File: config.mk
export PLATFORM = sky130hd
export DESIGN_NAME = button_debounce_press_classifier_core
export DESIGN_NICKNAME = d
export VERILOG_FILES = /design/src/sv/dbpc_pkg.sv /design/src/sv/dbpc_cfg.sv /design/src/sv/dbpc_eval.sv /design/src/sv/button_debounce_press_classifier_core.sv
export SDC_FILE = /design/constraint.sdc
export NUM_CORES = 1
export LEC_CHECK = 0
export BUFFER_PORTS_ARGS = -buffer_cell sky130_fd_sc_hd__buf_2
export CAP_MARGIN = 20
export CORE_AREA = 2 2 163 165
export CTS_CLUSTER_SIZE = 25
export DETAILED_ROUTE_END_ITERATION = 8
export DIE_AREA = 0 0 165 167
export GPL_TIMING_DRIVEN = 0
export PLACE_DENSITY_LB_ADDON = 0.25
export REMOVE_ABC_BUFFERS = 1
export SETUP_SLACK_MARGIN = 0.2
export SYNTH_ARGS = -nofsm -noshare
export SYNTH_HDL_FRONTEND = slang
export SYNTH_SLANG_ARGS = --single-unit
export TNS_END_PERCENT = 20
File: constraint.sdc
create_clock -name clk -period 5.09 [get_ports clk]
set_clock_uncertainty 0.15 [all_clocks]
set_input_delay 1.018 -clock clk [delete_from_list [all_inputs] [get_ports clk]]
set_output_delay 1.018 -clock clk [all_outputs]
set_load 0.02 [all_outputs]
File: src/sv/dbpc_pkg.sv
// ---------------------------------------------------------------------------
// Button debounce and press classifier package
// Shared types and event codes for the debouncer datapath.
// ---------------------------------------------------------------------------
`default_nettype none

package dbpc_pkg;

    localparam int unsigned TimeWidth  = 32;
    localparam int unsigned DelayWidth = 16;
    localparam int unsigned CodeWidth  = 3;
    localparam int unsigned IndexWidth = 2;

    localparam logic [CodeWidth-1:0] EvIdle         = 3'd0;
    localparam logic [CodeWidth-1:0] EvShortPress   = 3'd1;
    localparam logic [CodeWidth-1:0] EvShortRelease = 3'd2;
    localparam logic [CodeWidth-1:0] EvLongPress    = 3'd3;
    localparam logic [CodeWidth-1:0] EvLongRelease  = 3'd4;

    localparam logic [IndexWidth-1:0] RegActiveLow   = 2'd0;
    localparam logic [IndexWidth-1:0] RegDebounceMs  = 2'd1;
    localparam logic [IndexWidth-1:0] RegLongPressMs = 2'd2;

    localparam logic [DelayWidth-1:0] DebounceReset  = 16'd20;
    localparam logic [DelayWidth-1:0] LongPressReset = 16'd500;

    typedef struct packed {
        logic                  invert_pin;
        logic [DelayWidth-1:0] debounce_ms;
        logic [DelayWidth-1:0] long_press_ms;
    } cfg_t;

    typedef struct packed {
        logic                 raw_pressed;
        logic [TimeWidth-1:0] last_change_time;
        logic                 stable_pressed;
        logic                 held;
        logic [TimeWidth-1:0] press_start_time;
        logic                 long_reported;
    } state_t;

endpackage

`default_nettype wire

File: src/sv/dbpc_cfg.sv
// ---------------------------------------------------------------------------
// Configuration register file
// Holds polarity, debounce time and long-press time, written by index.
// ---------------------------------------------------------------------------
`default_nettype none

module dbpc_cfg (
    input  wire logic                               clk,
    input  wire logic                               rst_n,
    input  wire logic                               cfg_write,
    input  wire logic [dbpc_pkg::IndexWidth-1:0]    cfg_index,
    input  wire logic [dbpc_pkg::DelayWidth-1:0]    cfg_wdata,
    output dbpc_pkg::cfg_t                          cfg
);

    dbpc_pkg::cfg_t cfg_reg;
    dbpc_pkg::cfg_t cfg_next;

    always_comb
    begin
        cfg_next = cfg_reg;
        if (cfg_write)
        begin
            unique case (cfg_index)
                dbpc_pkg::RegActiveLow:   cfg_next.invert_pin    = cfg_wdata[0];
                dbpc_pkg::RegDebounceMs:  cfg_next.debounce_ms   = cfg_wdata;
                dbpc_pkg::RegLongPressMs: cfg_next.long_press_ms = cfg_wdata;
                default:                  cfg_next = cfg_reg;
            endcase
        end
    end

    always_ff @(posedge clk or negedge rst_n)
    begin
        if (!rst_n)
        begin
            cfg_reg.invert_pin    <= 1'b1;
            cfg_reg.debounce_ms   <= dbpc_pkg::DebounceReset;
            cfg_reg.long_press_ms <= dbpc_pkg::LongPressReset;
        end
        else
        begin
            cfg_reg <= cfg_next;
        end
    end

    assign cfg = cfg_reg;

endmodule

`default_nettype wire

File: src/sv/dbpc_eval.sv
// ---------------------------------------------------------------------------
// Debounce and classification logic
// Computes the event code and the next state for one poll.
// ---------------------------------------------------------------------------
`default_nettype none

module dbpc_eval (
    input  wire dbpc_pkg::cfg_t                     cfg,
    input  wire dbpc_pkg::state_t                   state,
    input  wire logic                               pin_level,
    input  wire logic [dbpc_pkg::TimeWidth-1:0]     now_ms,
    output dbpc_pkg::state_t                        state_next,
    output logic [dbpc_pkg::CodeWidth-1:0]          code
);

    logic                             down;
    logic                             changed;
    logic [dbpc_pkg::TimeWidth-1:0]   since_change;
    logic [dbpc_pkg::TimeWidth-1:0]   since_press;
    logic                             settled;
    logic                             long_due;

    always_comb
    begin
        down         = cfg.invert_pin ? ~pin_level : pin_level;
        changed      = (down != state.raw_pressed);
        since_change = changed ? '0 : (now_ms - state.last_change_time);
        since_press  = now_ms - state.press_start_time;
        settled      = (since_change >= {16'd0, cfg.debounce_ms});
        long_due     = (since_press >= {16'd0, cfg.long_press_ms});

        state_next                  = state;
        state_next.raw_pressed      = down;
        state_next.last_change_time = changed ? now_ms : state.last_change_time;
        code                        = dbpc_pkg::EvIdle;

        if (settled)
        begin
            if (state.stable_pressed != down)
            begin
                state_next.stable_pressed = down;
                if (down)
                begin
                    state_next.held             = 1'b1;
                    state_next.press_start_time = now_ms;
                    state_next.long_reported    = 1'b0;
                    code                        = dbpc_pkg::EvShortPress;
                end
                else if (state.held)
                begin
                    code = state.long_reported ? dbpc_pkg::EvLongRelease
                                               : dbpc_pkg::EvShortRelease;
                    state_next.held          = 1'b0;
                    state_next.long_reported = 1'b0;
                end
            end
            else if (state.held && !state.long_reported && long_due)
            begin
                state_next.long_reported = 1'b1;
                code                     = dbpc_pkg::EvLongPress;
            end
        end
    end

endmodule

`default_nettype wire

File: src/sv/button_debounce_press_classifier_core.sv
// ---------------------------------------------------------------------------
// Button debounce and press classifier
// Debounces polled button samples and reports press and release events.
// ---------------------------------------------------------------------------
// Each input beat is one poll (pin level and millisecond timestamp) and yields
// exactly one output beat with an event code: idle, short press, short
// release, long press or long release. A poll is captured in an input register,
// classified against the debounce state combinationally and placed in an output
// register, so the block takes one beat per clock cycle when the output is not
// stalled; a stalled output holds the waiting poll in the input register.
`default_nettype none

module button_debounce_press_classifier_core (
    input  wire logic                               clk,
    input  wire logic                               rst_n,
    input  wire logic                               cfg_write,
    input  wire logic [dbpc_pkg::IndexWidth-1:0]    cfg_index,
    input  wire logic [dbpc_pkg::DelayWidth-1:0]    cfg_wdata,
    input  wire logic                               in_valid,
    output logic                                    in_ready,
    input  wire logic                               pin_level,
    input  wire logic [dbpc_pkg::TimeWidth-1:0]     now_ms,
    output logic                                    out_valid,
    input  wire logic                               out_ready,
    output logic [dbpc_pkg::CodeWidth-1:0]          event_code
);

    dbpc_pkg::cfg_t                     cfg;
    dbpc_pkg::state_t                   state_reg;
    dbpc_pkg::state_t                   state_next;
    logic [dbpc_pkg::CodeWidth-1:0]     code;

    logic                               in_valid_reg;
    logic                               pin_reg;
    logic [dbpc_pkg::TimeWidth-1:0]     now_reg;
    logic                               out_valid_reg;
    logic [dbpc_pkg::CodeWidth-1:0]     code_reg;
    logic                               advance;

    dbpc_cfg u_cfg (
        .clk       (clk),
        .rst_n     (rst_n),
        .cfg_write (cfg_write),
        .cfg_index (cfg_index),
        .cfg_wdata (cfg_wdata),
        .cfg       (cfg)
    );

    dbpc_eval u_eval (
        .cfg        (cfg),
        .state      (state_reg),
        .pin_level  (pin_reg),
        .now_ms     (now_reg),
        .state_next (state_next),
        .code       (code)
    );

    assign advance  = in_valid_reg && (!out_valid_reg || out_ready);
    assign in_ready = !in_valid_reg || advance;

    always_ff @(posedge clk or negedge rst_n)
    begin
        if (!rst_n)
        begin
            in_valid_reg  <= 1'b0;
            out_valid_reg <= 1'b0;
            state_reg     <= '0;
        end
        else
        begin
            if (in_ready)
            begin
                in_valid_reg <= in_valid;
            end
            if (advance)
            begin
                out_valid_reg <= 1'b1;
                state_reg     <= state_next;
            end
            else if (out_ready)
            begin
                out_valid_reg <= 1'b0;
            end
        end
    end

    always_ff @(posedge clk)
    begin
        if (in_valid && in_ready)
        begin
            pin_reg <= pin_level;
            now_reg <= now_ms;
        end
        if (advance)
        begin
            code_reg <= code;
        end
    end

    assign out_valid  = out_valid_reg;
    assign event_code = code_reg;

`ifndef NO_ASSERTIONS
    a_long_needs_held: assert property (@(posedge clk) disable iff (!rst_n)
        state_reg.long_reported |-> state_reg.held)
        else $error("long press flagged without a held button");

    a_held_is_pressed: assert property (@(posedge clk) disable iff (!rst_n)
        state_reg.held |-> state_reg.stable_pressed)
        else $error("held button with released debounced level");

    a_long_marks_state: assert property (@(posedge clk) disable iff (!rst_n)
        (advance && code == dbpc_pkg::EvLongPress) |=> state_reg.long_reported)
        else $error("long press event did not mark the press as reported");

    a_ready_when_empty: assert property (@(posedge clk) disable iff (!rst_n)
        !in_valid_reg |-> in_ready)
        else $error("input stage empty but not ready");
`endif

endmodule

`default_nettype wire

Yosys cells after proc, flatten, opt, wreduce, memory -nomap -nowiden
Index checks and enable logic that the tools add are counted.

Bits in registers: 139. Output and inout port bits: 5. Bits of input ports: 56.

Mux-type cells: 14. Equality and inequality tests: 5. Add/sub/neg operators: 2. Bitwise logic cells: 1. Reductions and logical operators: 19. $lt $le $gt $ge: 2.

Operator list (count): $ge 32x16->1 (2); $sub 32x32->32 (2); $mux 32 (1); $mux 3 (4); $mux 1 (8); $reduce_and 2->1 (4); $reduce_and 4->1 (2); $logic_and 1x1->1 (4); $reduce_bool 2->1 (2); $logic_not 1->1 (3); $ne 3x2->1 const B (1); $reduce_and 3->1 (1); $eq 2x1->1 const B (1); $eq 2x2->1 const B (1); $logic_not 2->1 (1); $logic_or 1x1->1 (2); $mux 2 (1); $ne 1x1->1 (2); $not 1->1 (1).

Logic depth before layout (Yosys ltp)
Gate-level depths: netlist of the first run.

Word-level depth: 6. Mapped depth: 24. Mapped depth without buffers: 21.

Cells and area by module
A second synthesis of the first run with hierarchy kept.

Cells, all modules: 1147. Area, all modules: 11030.6 sq um.

By module, submodules not included: dbpc_eval (area an instance 5941.9 sq um, cells an instance 888, instances 1); button_debounce_press_classifier_core (area an instance 3734.8 sq um, cells an instance 188, instances 1); dbpc_cfg (area an instance 1353.8 sq um, cells an instance 71, instances 1).

Worst setup path after synthesis of the first run
Ideal clock, no wire load.

Kind: register to register. From: register now_reg[0] in the netlist's numbering. To: register state_reg[10] in the netlist's numbering. Buffers on the path: 2. Arrival: 4403 ps. Stages on the path, launching flop included: 24. Period minus slack after synthesis: 4678 ps. Path slack: 412 ps. Cell sequence: edfxtp_1 -> inv_1 -> ha_1 -> inv_1 -> fa_1 -> a21o_1 -> a311o_1 -> a22oi_2 -> nand2_1 -> xnor2_1 -> nor2_1 -> ha_1 -> a21oi_1 -> nand2_1 -> a221oi_1 -> o211ai_1 -> a211oi_2 -> nand4_1 -> nor4_2 -> a31o_2 -> or3_1 -> buf_6 -> buf_12 -> mux2_4.

Word-level cells in the longest chain between the ends: 4.

RTL lines: start: declaration (line button_debounce_press_classifier_core.sv:35) `logic [dbpc_pkg::TimeWidth-1:0] now_reg;`; start signal: assignment (line button_debounce_press_classifier_core.sv:92) `now_reg <= now_ms;`; $sub 32x32->32 (line dbpc_eval.sv:27) `since_change = changed ? '0 : (now_ms - state.last_change_time);`; $mux 32 (line dbpc_eval.sv:27); $ge 32x16->1 (line dbpc_eval.sv:29) `settled = (since_change >= {16'd0, cfg.debounce_ms});`; $reduce_and 4->1 (no source line); end signal: assignment (line button_debounce_press_classifier_core.sv:78) `state_reg <= state_next;`; end: declaration (line button_debounce_press_classifier_core.sv:29) `dbpc_pkg::state_t state_reg;`.

Every way passes these cells. A chain may end at the register's enable or synchronous reset.

Worst setup path after layout of the first run
From: register now_reg[0] in the netlist's numbering. To: register state_reg[11] in the netlist's numbering.

The elaborated chain is that of the path after synthesis.

==> implementation parameters, run 1 <==
Parameter                              Value

Global routing
  Global-route layer with the greatest usage ... met2
  Met2 Usage GRT ... 0.2917
  Global-route wire length before repair ... 40990 um
  Aggregate global-route resource usage ... 0.1915
  Global routing usage on met3 ... 0.03412
  Maximum number of pins on one net before global-route repair ... 64
  Met1 GRT Util ... 0.2788
  Remaining Overflow, GRT ... 0
  Via count of the first global-routing pass ... 7725
  Initial antenna violation count ... 1

Floorplan
  Die Height ... 167 um
  Initial core utilization ... 0.3943
  Total number of placement rows ... 59
  CORE AREA ... 0.02576 mm^2
  Count of pins on the block boundary ... 61
  Die area ... 0.02756 mm^2
  Chip Width ... 165 um

Timing
  Slew Limit Headroom ... 0.3024
  Final hold vios ... 0
  Slew Viols, Final ... 0
  Setup violators final ... 30
  Final critical-path required period ... 5170 ps
  Post-route setup TNS ... -1807 ps
  Transition at the pin with the smallest max-transition slack ... 1041 ps
  Highest attainable clock frequency ... 193.4 MHz
  Worst Hold Margin ... 339.3 ps
  Setup repair after global routing missed its margin ... yes
  Final worst path period share ... 1.016
  Final setup margin ... -80.30 ps

Synth
  EDFF count, synth ... 36
  Top cells by area in the synthesized netlist ... dfrtp_1, ha_1, edfxtp_1
  Yosys warns ... 0
  Synth Cell Area ... 0.01016 mm^2
  Prevailing post-synth register cell ... dfrtp_1
  Count of mapped cells out of synthesis ... 1064
  Mapped Avg Cell Area ... 9.549 um^2
  Share of synthesized area occupied by flip-flops and latches ... 0.3587
  Async S/R FF share, synth ... 0.7391
  Post-synthesis sequential element count ... 138
  Area share of the largest cell type after synthesis ... 0.2291
  Dominant cell type by area after synthesis ... dfrtp_1
  Yosys cell types ... 76

Clocking
  Number of buffers between clock root and the deepest sink ... 2
  Clock tree from TritonCTS ... done
  Hold-fix buffer count after cts ... 0
  Library cell used as clock root buffer ... clkbuf_16
  Clk sink count ... 138
  Clock transition at the registers of the reported paths ... 60 ps
  Clock latency reported for the late side of the worst-skew pair ... 440 ps
  Deepest level of the CTS H-tree ... 4
  Number of buffers created by CTS ... 17

Layout
  Area of all sequential standard cells ... 0.003645 mm^2
  Layout cell share with drive strength beyond 1 ... 0.2243
  Layout Cell Area excl Fill ... 0.01168 mm^2
  Flip-flop count of the largest register, all copies and words added ... 67
  # diodes ... 0
  Filler instances ... 2464
  Footprint of the multi-input gates ... 0.005981 mm^2
  Net count of the finished layout ... 1278
  Area growth from synthesis to layout ... 14.96%

Placement
  GP Congestion ... 0.8846
  Minimum setup slack after placement ... -776.1 ps
  Count of input and output buffers ... 60
  Half-perimeter wire length after placement ... 19270 um
  Cell area after placement ... 0.01073 mm^2

Critical path
  Top Family by Delay on Critical Path ... compound AO/OA/AOI/OAI gates
  Critical Setup Path Class ... reg2reg
  Number of gates on the worst path with buffers counted ... 23
  Kind of start point of the critical path ... flop
  CP peak stage delay ... 400 ps
  Critical Path End Type ... flop
  Worst R2R Start ... now_reg[0]
  Maximum net fanout on the critical path ... 7
  Startpoint of the worst setup timing path ... now_reg[0]
  CP max stage cell ... edfxtp_1
  Capturing instance or port of the critical path ... state_reg[11]
  Chain of cells forming the critical path ... inv_2 -> ha_4 -> inv_2 -> fa_2 -> a21o_1 -> a311o_1 -> a22oi_2 -> nand2_2 -> xnor2_2 -> nor2_1 -> ha_1 -> nand4_1 -> nor3_2 -> a221oi_2 -> o211ai_1 -> a211oi_2 -> nand4_1 -> nor4_2 -> a31o_2 -> or3_4 -> buf_12 -> clkbuf_16 -> mux2_4
  Required time of the worst setup path ... 5260 ps
  Endpoint arrival time on the critical path ... 5340 ps
  Depth of the most critical reg-to-reg path ... 23
  Worst Path Buf+Inv ... 4
  Worst reg2reg endpoint ... state_reg[11]
  Reg-to-reg setup timing slack ... -80 ps

Worst hold path
  Type of the tightest min-delay check ... reg2reg

Power and ir drop
  Switching share of power ... 0.4399
  Static leakage power ... 5.235 nW
  VDD IR max ... 0.0002870 V
  Switching Power ... 3.319 mW
  Relative contribution of sequential cells to total power ... 0.225
  Relative contribution of combinational cells to total power ... 0.610
  Clock group share of total power ... 0.165
  Post-route total power ... 7.544 mW
  Power per Cell Area ... 645.9 mW/mm^2
  Internal power component ... 4.225 mW

Detailed routing
  DRC errors left ... 0
  Iteration-0 DRC Markers ... 695
  Via density per instance ... 5.418
  Number of detailed-route iterations in the first pass ... 5
  Total Routed Length ... 25910 um
  Routed Antenna Nets ... 0
  Vias post-DR ... 7976
  Post-DR wirelength/cell ... 17.60 um

Job
  Max Cap Viol ... 0

Status
  Violated checks ... negative setup slack
  Outcome ... complete, but fails checks
[how the worst min path moves through the flow]
| stage | cells after the start | from | slack, ps | end |
|---|---|---|---|---|
| final | 1 | in_valid_reg | 340 | out_valid |
| after global routing | 1 | state_reg[53] | 360 | state_reg[53] |
| after CTS | 1 | in_valid_reg | 350 | out_valid |
| after detailed placement | 2 | state_reg[35] | 340 | state_reg[35] |
| after global placement | 2 | state_reg[36] | 320 | state_reg[36] |
| after floorplan | 2 | state_reg[36] | 300 | state_reg[36] |
[metrics by stage]
stage                     std cells    util
after floorplan                1021       -
after global placement         1416  0.4129
after CTS                      1468  0.4489
after detailed placement       1420  0.4165
final                          1472  0.4534
after global routing           1472  0.4534
[power groups by stage]
stage	clock network, mW	logic (mW)	registers (mW)
after floorplan	0	3.30	1.66
after global placement	0	4.24	1.70
final	1.24	4.60	1.70
after detailed placement	0	4.28	1.72
after global routing	1.32	5.11	1.74
after CTS	1.27	4.47	1.70
[repair_timing]
action | CTS | global route
pin swaps | 12 | 9
buffers inserted | 14 | 3
cloned | 2 | 1
setup endpoints to repair | 37 | 37
resized for setup | 22 | 9
[logic make-up (layout without fill, tap and decap cells)]
family          after synthesis  in the layout  synth area share
xor+xnor                     42             42           0.03621
mux                         101            101            0.1216
buf+inv                     157            230           0.06601
simple gates                259            259            0.1252
fa+ha+maj                    98             98            0.1222
compound gates              269            269            0.1701
flops                       138            138            0.3587
[Yosys cell counts, types with 3 or more instances]
| cell type | instances |
|---|---|
| inv_1 | 114 |
| ha_1 | 96 |
| dfrtp_1 | 93 |
| a21oi_1 | 88 |
| nand2_1 | 70 |
| nor2_1 | 68 |
| mux2_2 | 67 |
| o21ai_0 | 51 |
| edfxtp_1 | 36 |
| clkbuf_1 | 29 |
| mux2_4 | 28 |
| nand4_1 | 26 |
| xnor2_1 | 25 |
| nor3_1 | 17 |
| xor2_1 | 17 |
| nand2b_1 | 16 |
| nand3_1 | 16 |
| a21o_1 | 15 |
| a211oi_1 | 14 |
| o211ai_1 | 13 |
| o21a_1 | 12 |
| o21ai_1 | 11 |
| dfstp_2 | 9 |
| a31oi_1 | 7 |
| buf_2 | 7 |
| or3_1 | 7 |
| and2_1 | 6 |
| mux2i_1 | 6 |
| nor2b_1 | 6 |
| o2111ai_1 | 6 |
| o21bai_1 | 6 |
| a31o_2 | 4 |
| and3_1 | 4 |
| nand3b_1 | 4 |
| or4_1 | 4 |
| a21oi_2 | 3 |
| a221oi_1 | 3 |
| a41oi_1 | 3 |
| and4_1 | 3 |
| buf_12 | 3 |
| buf_6 | 3 |
| nor4_1 | 3 |
[metal layers]
layer / share of wire / up-vias
li1: - / 3961
met4: 0.017 / 0
met1: 0.50 / 3804
met5: 0 / -
met3: 0.042 / 37
met2: 0.44 / 174
[layout make-up]
class,count,area share
multi-input cells,769,0.5120
flip-flops and latches,138,0.3121
repair buffers,84,0.05442
clock buffers,26,0.04371
inverters,114,0.03664
well taps,335,0.03589
clock inverters,6,0.005249
[worst register-to-register path: cells and delay by family, from the launching register on]
kind	cells	cell delay (ps)
AO/OA/AOI/OAI	7	1680
AND/OR/NAND/NOR	7	1040
adder cells (fa/ha/maj)	3	870
buffers and inverters	4	430
flip-flops	1	400
multiplexers	1	300
XOR/XNOR	1	190
[placed cells by master, fill, tap and decap left out, types with 17 or more instances in the layout]
cell type	synthesis	routed
xor2_1	17	17
xnor2_1	25	23
ha_1	96	88
mux2_2	67	66
nand4_1	26	26
a21oi_1	88	85
nand2_1	70	68
nor2_1	68	68
buf_2	7	59
inv_1	114	112
clkbuf_16	0	19
mux2_4	28	29
o21ai_0	51	50
dfrtp_1	93	93
edfxtp_1	36	36
(Power assumes the default switching activity.)
==> run 2: changes to the inputs <==
Settings changed: BUFFER_PORTS_ARGS -buffer_cell sky130_fd_sc_hd__buf_2 to -buffer_cell sky130_fd_sc_hd__buf_4.
==> implementation parameters, run 2 (synthesis results as in run 1) <==
Parameter                              Value

Status
  Outcome ... complete, but fails checks
  Violated checks ... negative setup slack

Detailed routing
  Vias post-DR ... 8040 (+0.80%)
  Via density per instance ... 5.429 (+0.19%)
  Iteration-0 DRC Markers ... 662 (-4.7%)
  Total Routed Length ... 25840 um (-0.28%)
  Number of detailed-route iterations in the first pass ... 5 (unchanged)
  Routed Antenna Nets ... 0 (unchanged)
  DRC errors left ... 0 (unchanged)
  Post-DR wirelength/cell ... 17.45 um (-0.88%)

Global routing
  Aggregate global-route resource usage ... 0.1933 (+0.001849)
  Remaining Overflow, GRT ... 0 (unchanged)
  Global-route wire length before repair ... 41580 um (+1.4%)
  Global routing usage on met3 ... 0.03238 (-0.001743)
  Initial antenna violation count ... 0 (-1)
  Met2 Usage GRT ... 0.2953 (+0.003623)
  Maximum number of pins on one net before global-route repair ... 60 (-6.3%)
  Via count of the first global-routing pass ... 7820 (+1.2%)
  Global-route layer with the greatest usage ... met2
  Met1 GRT Util ... 0.2807 (+0.001898)

Clocking
  Clk sink count ... 138 (unchanged)
  Number of buffers created by CTS ... 17 (unchanged)
  Number of buffers between clock root and the deepest sink ... 2 (unchanged)
  Clock latency reported for the late side of the worst-skew pair ... 440 ps (about the same)
  Library cell used as clock root buffer ... clkbuf_16
  Deepest level of the CTS H-tree ... 4 (unchanged)
  Clock transition at the registers of the reported paths ... 70 ps (about the same)
  Clock tree from TritonCTS ... done

Placement
  Count of input and output buffers ... 60 (unchanged)
  GP Congestion ... 0.8759 (-0.98%)
  Placed Cells ... 1420 (unchanged)
  Cell area after placement ... 0.01089 mm^2 (+1.4%)
  Half-perimeter wire length after placement ... 19190 um (-0.44%)

Floorplan
  Count of pins on the block boundary ... 61 (unchanged)
  Chip Width ... 165 um (unchanged)
  Die area ... 0.02756 mm^2 (unchanged)
  Initial core utilization ... 0.3943 (unchanged)
  Total number of placement rows ... 59 (unchanged)
  CORE AREA ... 0.02576 mm^2 (unchanged)
  Die Height ... 167 um (unchanged)

Critical path
  Depth of the most critical reg-to-reg path ... 24 (+4.3%)
  Kind of start point of the critical path ... flop
  Top cell by count, worst path ... buf_4
  CP max stage cell ... edfxtp_1
  Critical Setup Path Class ... reg2reg
  Critical Path End Type ... flop
  CP peak stage delay ... 490 ps (+90 ps)
  Reg-to-reg setup timing slack ... -50 ps (+30 ps)
  Top Family by Delay on Critical Path ... buffers and inverters
  Required time of the worst setup path ... 5250 ps (about the same)
  Endpoint arrival time on the critical path ... 5300 ps (-40 ps)
  Worst R2R Start ... now_reg[9]
  Worst Path Buf+Inv ... 13 (+9)
  Worst reg2reg endpoint ... state_reg[11]
  Chain of cells forming the critical path ... ha_1 -> nand2_1 -> nor4_1 -> a22oi_2 -> buf_4 -> buf_4 -> buf_4 -> buf_4 -> buf_4 -> buf_4 -> buf_4 -> buf_4 -> buf_4 -> buf_4 -> buf_4 -> a31oi_1 -> mux2i_1 -> a31o_2 -> nor4_2 -> a31o_2 -> or3_4 -> buf_4 -> buf_16 -> mux2_4
  Maximum net fanout on the critical path ... 7 (unchanged)

Layout
  Layout cell share with drive strength beyond 1 ... 0.2347 (+0.01046)
  # diodes ... 0 (unchanged)
  Layout Cell Area excl Fill ... 0.01191 mm^2 (+2.0%)
  Post-Route Utilization ... 0.4623 (+0.008985)
  Most common library cell in the layout ignoring fill and taps ... inv_1
  Flip-flop count of the largest register, all copies and words added ... 67 (unchanged)
  Commonest cells after routing, fill and taps aside ... inv_1, dfrtp_1, ha_1, a21oi_1, buf_4
  Net count of the finished layout ... 1287 (+0.70%)
  Filler instances ... 2477 (+0.53%)
  Final Instance Count excl. Fillers ... 1481 (+0.61%)
  Area growth from synthesis to layout ... 17.24%

Power and ir drop
  Post-route total power ... 7.619 mW (+1.0%)
  VDD IR max ... 0.0002501 V (-13%)
  Power per Cell Area ... 639.7 mW/mm^2 (-0.96%)
  Static leakage power ... 5.345 nW (+2.1%)

Timing
  Slew Limit Headroom ... 0.3331 (+0.03063)
  Final worst path period share ... 1.009 (-0.006688)
  Worst Hold Margin ... 342.2 ps (+2.903 ps)
  Slew Viols, Final ... 0 (unchanged)
  Highest attainable clock frequency ... 194.7 MHz (+0.66%)
  Final setup margin ... -46.25 ps (+34.04 ps)
  Transition at the pin with the smallest max-transition slack ... 995.5 ps (-45.73 ps)
  Setup repair after global routing missed its margin ... yes
  Final critical-path required period ... 5136 ps (-34.04 ps)
  Final hold vios ... 0 (unchanged)
  Setup violators final ... 29 (-3.3%)

Worst hold path
  Hold Path Cell Cnt ... 1 (unchanged)
  Type of the tightest min-delay check ... reg2reg
  Terminating pin of the worst hold path ... out_valid
  Beginning of the worst hold path ... in_valid_reg

Job
  Max Cap Viol ... 0 (unchanged)
-- run 2: layout make-up --
| cell class | count | area, um^2 | share of cell area |
|---|---|---|---|
| Inverter | 114 | 427.9 | 0.03592 |
| Clock buffer | 20 | 478.0 | 0.04013 |
| Clock inverter | 12 | 122.6 | 0.01029 |
| Timing Repair Buffer | 93 | 844.6 | 0.07090 |
| Multi-Input combinational cell | 769 | 5974 | 0.5016 |
| Sequential cell | 138 | 3645 | 0.3060 |
| Tap cell | 335 | 419.2 | 0.03519 |
-- run 2: power by group --
| part | internal, mW | switching [mW] |
|---|---|---|
| clock network | 0.742 | 0.545 |
| registers | 1.50 | 0.200 |
| logic | 2.01 | 2.62 |
| total | 4.26 | 3.36 |
-- run 2: worst max-delay path by stage --
stage               slack, ps       endpoint  cells after the start       start
floorplan                -480   state_reg[1]                     21  now_reg[0]
global placement        -1850  state_reg[32]                     21  now_reg[0]
detailed placement       -780  state_reg[32]                     22  now_reg[0]
CTS                      -160  state_reg[23]                     22  now_reg[0]
global route             -270  state_reg[15]                     23  now_reg[0]
finish                    -50  state_reg[11]                     24  now_reg[9]
-- run 2: repair_timing --
| action | CTS | global route |
|---|---|---|
| hold buffers | 0 | 0 |
| resized for setup | 24 | 11 |
| endpoints found under the setup margin | 37 | 37 |
| buffers inserted | 20 | 6 |
| pin swaps | 15 | 8 |
| gates cloned | 3 | 0 |
| endpoints found under the hold margin | 0 | 0 |
-- run 2: metal layers --
layer,vias up,wire length (um)
met2,167,11420
met4,0,441
met1,3859,13050
met5,-,0
met3,37,925
li1,3977,-
-- run 2: stage by stage --
step                setup slack, ps  setup TNS [ps]
CTS                          -155.1           -4195
detailed placement           -784.3          -22970
finish                       -46.25          -900.5
global route                 -267.0           -8093
global placement              -1850          -58350
floorplan                    -482.5          -13510
